===== config.mk =====
export PLATFORM = sky130hd
export DESIGN_NAME = half_float_converter_flat
export DESIGN_NICKNAME = d
export VERILOG_FILES = /design/src/hw/rtl/hfc_pkg.sv /design/src/hw/rtl/hfc_stream_if.sv /design/src/hw/rtl/hfc_decode.sv /design/src/hw/rtl/hfc_round.sv /design/src/hw/rtl/half_float_converter.sv /design/src/flat_wrapper.sv
export VERILOG_INCLUDE_DIRS = /design/src /design/src/hw/rtl
export SDC_FILE = /design/constraint.sdc
export NUM_CORES = 1
export LEC_CHECK = 0
export BUFFER_PORTS_ARGS = -buffer_cell sky130_fd_sc_hd__buf_2
export CAP_MARGIN = 20
export CORE_AREA = 2 2 39 41
export CTS_CLUSTER_DIAMETER = 80
export DETAILED_ROUTE_END_ITERATION = 12
export DIE_AREA = 0 0 41 43
export GPL_ROUTABILITY_DRIVEN = 0
export GPL_TIMING_DRIVEN = 0
export PLACE_DENSITY = 0.36
export REMOVE_ABC_BUFFERS = 1
export SYNTH_ARGS = -nofsm -noshare
export SYNTH_HDL_FRONTEND = slang
export SYNTH_SLANG_ARGS = --single-unit

===== constraint.sdc =====
create_clock -name i_clk -period 0.82 [get_ports i_clk]
set_input_delay 0.164 -clock i_clk [delete_from_list [all_inputs] [get_ports i_clk]]
set_output_delay 0.164 -clock i_clk [all_outputs]
set_load 0.1 [all_outputs]

===== src/hw/rtl/half_float_converter_assert.svh =====
// Assertion macros used by the converter module
`ifndef HALF_FLOAT_CONVERTER_ASSERT_SVH
`define HALF_FLOAT_CONVERTER_ASSERT_SVH
`ifndef SYNTHESIS
`define HFC_ASSERT_IMPL(label, clk, rst_n, prop, msg) \
    label: assert property (@(posedge clk) disable iff (!rst_n) prop) else $error(msg);
`define HFC_ASSERT_NORST(label, clk, prop, msg) \
    label: assert property (@(posedge clk) prop) else $error(msg);
`else
`define HFC_ASSERT_IMPL(label, clk, rst_n, prop, msg)
`define HFC_ASSERT_NORST(label, clk, prop, msg)
`endif
`endif


===== src/hw/rtl/hfc_pkg.sv =====
package hfc_pkg;
    localparam int unsigned OperandW = 32;
    localparam logic CmdPack   = 1'b0;
    localparam logic CmdUnpack = 1'b1;
    localparam logic [7:0] BiasDiff = 8'd112;

    typedef struct packed {
        logic                cmd;
        logic [OperandW-1:0] operand;
    } t_in_item;

    typedef struct packed {
        logic [OperandW-1:0] result;
        logic                overflowed;
    } t_out_item;

    // Decoded fields after stage 1
    typedef struct packed {
        logic        cmd;
        logic        sign;
        logic [7:0]  exp8;
        logic [22:0] man;
        // pack classes
        logic        p_zero;
        logic        p_sub;
        logic        p_special;
        logic [3:0]  p_shift;
        // unpack classes
        logic [3:0]  u_lz;
        logic        u_zero;
        logic        u_sub;
        logic        u_special;
    } t_dec;
endpackage


===== src/hw/rtl/hfc_stream_if.sv =====
interface hfc_stream_if #(parameter type T = logic) ();
    logic valid;
    logic ready;
    T     data;
    modport source (output valid, output data, input ready);
    modport sink (input valid, input data, output ready);
endinterface


===== src/hw/rtl/hfc_decode.sv =====
module hfc_decode
    import hfc_pkg::*;
(
    input  t_in_item i_item,
    output t_dec     o_dec
);
    logic [7:0] e8;
    logic [9:0] hm;
    logic [3:0] lz;

    assign e8 = i_item.operand[30:23];
    assign hm = i_item.operand[9:0];

    // leading zero count of half significand
    always_comb begin
        lz = 4'd10;
        for (int i = 0; i < 10; i++) begin
            if (hm[i]) lz = 4'(9 - i);
        end
    end

    always_comb begin
        o_dec.cmd       = i_item.cmd;
        o_dec.sign      = (i_item.cmd == CmdPack) ? i_item.operand[31] : i_item.operand[15];
        o_dec.exp8      = e8;
        o_dec.man       = (i_item.cmd == CmdPack) ? i_item.operand[22:0]
                                                  : {i_item.operand[14:10], 8'd0, hm};
        // single exp < 102 flushes, 102..112 go subnormal
        o_dec.p_zero    = e8 < 8'd102;
        o_dec.p_sub     = (e8 >= 8'd102) && (e8 <= BiasDiff);
        o_dec.p_special = e8 == 8'hff;
        o_dec.p_shift   = 4'(8'd113 - e8);
        o_dec.u_lz      = lz;
        o_dec.u_zero    = (i_item.operand[14:10] == 5'd0) && (hm == 10'd0);
        o_dec.u_sub     = (i_item.operand[14:10] == 5'd0) && (hm != 10'd0);
        o_dec.u_special = i_item.operand[14:10] == 5'h1f;
    end
endmodule


===== src/hw/rtl/hfc_round.sv =====
module hfc_round
    import hfc_pkg::*;
(
    input  t_dec      i_dec,
    output t_out_item o_item
);
    logic [23:0] sm;
    logic [23:0] rm;
    logic [9:0]  hman;
    logic [5:0]  he;
    logic [10:0] nrm;
    logic [9:0]  un_m;
    logic [7:0]  un_e;
    logic [4:0]  hexp;

    always_comb begin
        sm   = 24'(({1'b1, i_dec.man}) >> i_dec.p_shift);
        rm   = sm + (sm[12] ? 24'h2000 : 24'h0);
        hman = i_dec.man[22:13];
        he   = 6'(i_dec.exp8 - BiasDiff);
        nrm  = {1'b0, i_dec.man[22:13]} + {10'd0, i_dec.man[12]};
        hexp = i_dec.man[22:18];
        un_m = 10'(i_dec.man[9:0] << (i_dec.u_lz + 4'd1));
        un_e = BiasDiff - {4'd0, i_dec.u_lz};
        o_item = '0;
        if (i_dec.cmd == CmdPack) begin
            if (i_dec.p_zero) begin
                o_item.result = {16'd0, i_dec.sign, 15'd0};
            end else if (i_dec.p_sub) begin
                o_item.result = {16'd0, i_dec.sign, 15'(rm >> 13)};
            end else if (i_dec.p_special) begin
                o_item.result = {16'd0, i_dec.sign, 5'h1f,
                                 hman | {9'd0, i_dec.man != 23'd0 && hman == 10'd0}};
            end else if (i_dec.exp8 > 8'd142 || (he == 6'd30 && nrm[10])) begin
                o_item.result     = {16'd0, i_dec.sign, 5'h1f, 10'd0};
                o_item.overflowed = 1'b1;
            end else begin
                o_item.result = {16'd0, i_dec.sign, 5'(he + {5'd0, nrm[10]}), nrm[9:0]};
            end
        end else begin
            if (i_dec.u_zero) begin
                o_item.result = {i_dec.sign, 31'd0};
            end else if (i_dec.u_sub) begin
                o_item.result = {i_dec.sign, un_e, un_m, 13'd0};
            end else if (i_dec.u_special) begin
                o_item.result = {i_dec.sign, 8'hff, i_dec.man[9:0], 13'd0};
            end else begin
                o_item.result = {i_dec.sign, 8'({3'd0, hexp} + BiasDiff),
                                 i_dec.man[9:0], 13'd0};
            end
        end
    end
endmodule


===== src/hw/rtl/half_float_converter.sv =====
// Half/single float converter.
// Input channel i_in carries cmd and operand: cmd 0 packs a single to a half
// (half in result[15:0], upper bits zero), cmd 1 unpacks operand[15:0] to a
// single. Output channel o_out carries result and overflowed, set when a
// finite single rounds to half infinity.
// Both are valid/ready channels; a transfer occurs when both are high.
// Pipeline: input register, decode stage, round/assemble stage; an item is
// registered in each of them in that order, and output valid comes from the
// round/assemble register; throughput is one item per cycle while not stalled.
// Each stage advances when the stage after it is empty or moving, so a
// stalled receiver holds all data in place; nothing is lost or repeated.
// Synchronous active-low reset clears all valid bits; payload is not reset.
`include "half_float_converter_assert.svh"
module half_float_converter
    import hfc_pkg::*;
(
    input logic i_clk,
    input logic i_rst_n,
    hfc_stream_if.sink   i_in,
    hfc_stream_if.source o_out
);
    logic      r_v0, r_v1, r_v2;
    t_in_item  r_d0;
    t_dec      r_d1, n_d1;
    t_out_item r_d2, n_d2;
    logic      adv0, adv1, adv2;

    assign adv2 = !r_v2 || o_out.ready;
    assign adv1 = !r_v1 || adv2;
    assign adv0 = !r_v0 || adv1;
    assign i_in.ready = adv0;

    hfc_decode u_dec (.i_item(r_d0), .o_dec(n_d1));
    hfc_round  u_rnd (.i_dec(r_d1), .o_item(n_d2));

    // valid bits
    always_ff @(posedge i_clk) begin
        if (!i_rst_n) begin
            r_v0 <= 1'b0;
            r_v1 <= 1'b0;
            r_v2 <= 1'b0;
        end else begin
            if (adv0) r_v0 <= i_in.valid;
            if (adv1) r_v1 <= r_v0;
            if (adv2) r_v2 <= r_v1;
        end
    end

    // payload
    always_ff @(posedge i_clk) begin
        if (adv0) r_d0 <= i_in.data;
        if (adv1) r_d1 <= n_d1;
        if (adv2) r_d2 <= n_d2;
    end

    assign o_out.valid = r_v2;
    assign o_out.data  = r_d2;

    `HFC_ASSERT_IMPL(a_hold, i_clk, i_rst_n, (r_v2 && !o_out.ready) |=> (r_v2 && $stable(r_d2)), "held output changed")
    `HFC_ASSERT_IMPL(a_unpack_noovf, i_clk, i_rst_n, (r_v1 && r_d1.cmd == CmdUnpack) |-> !n_d2.overflowed, "unpack overflow")
    `HFC_ASSERT_IMPL(a_pack_upper, i_clk, i_rst_n, (r_v1 && r_d1.cmd == CmdPack) |-> (n_d2.result[31:16] == 16'd0), "pack upper bits")
    `HFC_ASSERT_NORST(a_rst, i_clk, !i_rst_n |=> !o_out.valid, "valid after reset")
endmodule

===== src/flat_wrapper.sv =====
// flat-port wrapper written by rule: the top's interface ports become plain ports
module half_float_converter_flat import hfc_pkg::*;
  (i_clk, i_rst_n, i_in_valid, i_in_data, i_in_ready, o_out_valid, o_out_data, o_out_ready);
  hfc_stream_if i_in_i ();
  hfc_stream_if o_out_i ();
  input logic i_clk;
  input logic i_rst_n;
  input wire logic [$bits(i_in_i.valid)-1:0] i_in_valid;
  input wire logic [$bits(i_in_i.data)-1:0] i_in_data;
  output wire logic [$bits(i_in_i.ready)-1:0] i_in_ready;
  output wire logic [$bits(o_out_i.valid)-1:0] o_out_valid;
  output wire logic [$bits(o_out_i.data)-1:0] o_out_data;
  input wire logic [$bits(o_out_i.ready)-1:0] o_out_ready;
  assign i_in_i.valid = i_in_valid;
  assign i_in_i.data = i_in_data;
  assign i_in_ready = i_in_i.ready;
  assign o_out_valid = o_out_i.valid;
  assign o_out_data = o_out_i.data;
  assign o_out_i.ready = o_out_ready;
  half_float_converter u_core (.i_clk(i_clk), .i_rst_n(i_rst_n), .i_in(i_in_i), .o_out(o_out_i));
endmodule

==> summary.txt <==
outcome - complete, but fails checks
violated checks - negative setup slack
worst r2r dst - u_core.r_v1$_SDFFE_PN0P_
Port Buffer Count - 5
H-tree levels - 1
Non-Filler Instances - 39
initial antenna violation count - 0
DRC Markers - 0
via count - 118
final wirelength - 280 um
Die Span Y - 43 um
later-pin clock latency in the skew report - 0.23 ns
area grow syn2layout - 95.0%
Post-synth top cells - dfxtp_1 (3), o21a_1 (3)
core area - 1380 sq um
RR Startpoint - u_core.o_out.valid$_SDFFE_PN0P_
row cnt - 14
Area contributors post-synth - dfxtp_1 (48%), o21a_1 (18%), and3b_2 (7.9%), and4b_1 (7.9%), and2b_2 (6.9%)
Post-synth EDFFs - 0
Slew Limit Fails - 0
initial core utilization - 0.0913
number of routed nets with antenna violations - 0
kind of critical path - reg2out
fin nets - 29
vias in the first global route - 146
slowest CP cell - dfxtp_2
R2R cell count - 4
clock slew at reported path FFs - 0.04 ns
CP Max Fanout - 3
total clock sinks - 3
cells after synthesis - 12
Post-synth ARST share - 0
Leak Pwr - 0.118 nW
synth unique cells - 8
final period utilization - 1.42
crit-path max cell delay - 0.32 ns
post-synth top area share - 0.475
Max Buffers Root-to-Sink - 2
Max VDD drop - 0.862 mV
HP Class - in2reg
Iteration-0 DRC Markers - 1
Ys Warns - 0
sequential fraction of the synthesis area - 0.475
cell chosen for the clock root - clkbuf_4
first-pass GRT wire length - 531 um
f_max - 0.858 GHz
crit path DAT - 1.00 ns
fill count - 163
worst endpoint required time - 0.66 ns
Worst Skew - 0.00228 ns
drt via density - 3.03
dominant cell type by area after synthesis - dfxtp_1
TritonCTS Buffers - 3
WHS Endpoint - u_core.r_v0$_SDFFE_PN0P_
Netlist Area Pre-Place - 126 sq um
Min-Delay Startpoint - i_in_valid
Startpoint Class - flip-flop
unrepaired setup endpoints after global routing - yes
Buf/Inv on CP - 2
final core utilization - 0.178
die area - 1760 sq um
crit path time final - 1.17 ns
CTS tree - done
final setup violation count - 5
maxcap violations - 0
critical path's top delay family - flip-flops
Pwr per Cell Area - 1960 nW/um^2
layout cell share with drive strength beyond 1 - 0.739
Avg Cell Area, Syn - 10.5 sq um
Congestion Overflow GR - 0
Cells after DPL - 32
smallest hold slack - 0.150 ns
cell chain of the critical path - and4b_1 -> inv_2 -> buf_12
R2R setup slack - -0.22 ns
setup TNS - -1.03 ns
chip width - 41 um
final setup margin - -0.346 ns
Top FF cell, synth - dfxtp_1
endpoints failing hold - 0
CP Capture Type - output pin
largest net degree at the start of global routing - 4
Hold Path Stages - 2
WL/cell - 7.18 um
post-synthesis register bit count - 3
post-placement cell area - 164 sq um
fin area - 246 sq um
total I/O pin count - 8
antenna diode count - 0
Pre-Repair DR Iteration Count - 2
GRT Total Usage - 0.0511
## where the power goes
part	switching [mW]	total, mW	internal (mW)	leakage (nW)
Clock	0.0748	0.257	0.182	0.0150
Sequential	0.00330	0.158	0.155	0.0258
Combinational	0.0436	0.0671	0.0234	0.0769
Total	0.122	0.482	0.360	0.118
## per-stage QoR
stage               total power, mW  worst slack (ns)
finish                        0.482            -0.346
global route                  0.520            -0.387
CTS                           0.496            -0.357
floorplan                     0.200            -0.972
global placement              0.212            -0.324
detailed placement            0.213            -0.329
## cells in the final DEF (no fill, tap or decap)
cell type  instances
o21a_1             3
clkbuf_4           3
buf_2              3
buf_4              3
dfxtp_2            3
buf_12             2
and4b_1            1
inv_2              1
and3b_2            1
and2b_2            1
conb_1             1
clkbuf_1           1
## cell type report
class                      count  area (sq um)  area share
sequential                     3          63.8       0.259
multi-input combinational      7          55.1       0.223
clock buffer                   4          26.3       0.107
tap                           16          20.0      0.0812
inverter                       1          3.75      0.0152
timing repair buffer           8          77.6       0.315
## metal layers
metal	GRT usage	wire length, um
met5	0	0
met1	0.0446	142
met4	0.0600	10
met2	0.0594	95
met3	0.0471	32
## cell families (layout without fill, tap and decap cells)
| family | after synthesis | in the layout | synth area share |
|---|---|---|---|
| AOI/OAI and AO/OA | 3 | 3 | 0.178 |
| buffers and inverters | 2 | 13 | 0.0891 |
| DFF | 3 | 3 | 0.475 |
| other | 1 | 1 | 0.0297 |
| and+or+nand+nor | 3 | 3 | 0.228 |
## repair_timing
action,4_1_cts,5_1_grt
resized for setup,13,0
endpoints found under the setup margin,2,5
setup buffers,3,1
hold buffers,0,0
pin swaps,1,3
## registers in the layout (all words and copies together) (netlist names)
register / flops
u_core.r_v0: 1
u_core.r_v1: 1
u_core.o_out.valid: 1
## how the worst max path moves through the flow
stage                                          startpoint    endpoint  slack [ns]  cells after the start
after detailed placement  u_core.o_out.valid$_SDFFE_PN0P_  i_in_ready       -0.33                      3
after global placement    u_core.o_out.valid$_SDFFE_PN0P_  i_in_ready       -0.32                      3
after global routing             u_core.r_v1$_SDFFE_PN0P_  i_in_ready       -0.39                      3
final                            u_core.r_v1$_SDFFE_PN0P_  i_in_ready       -0.35                      3
after floorplan           u_core.o_out.valid$_SDFFE_PN0P_  i_in_ready       -0.97                      2
after CTS                        u_core.r_v0$_SDFFE_PN0P_  i_in_ready       -0.36                      3
Power figures use the tool's default switching activity.
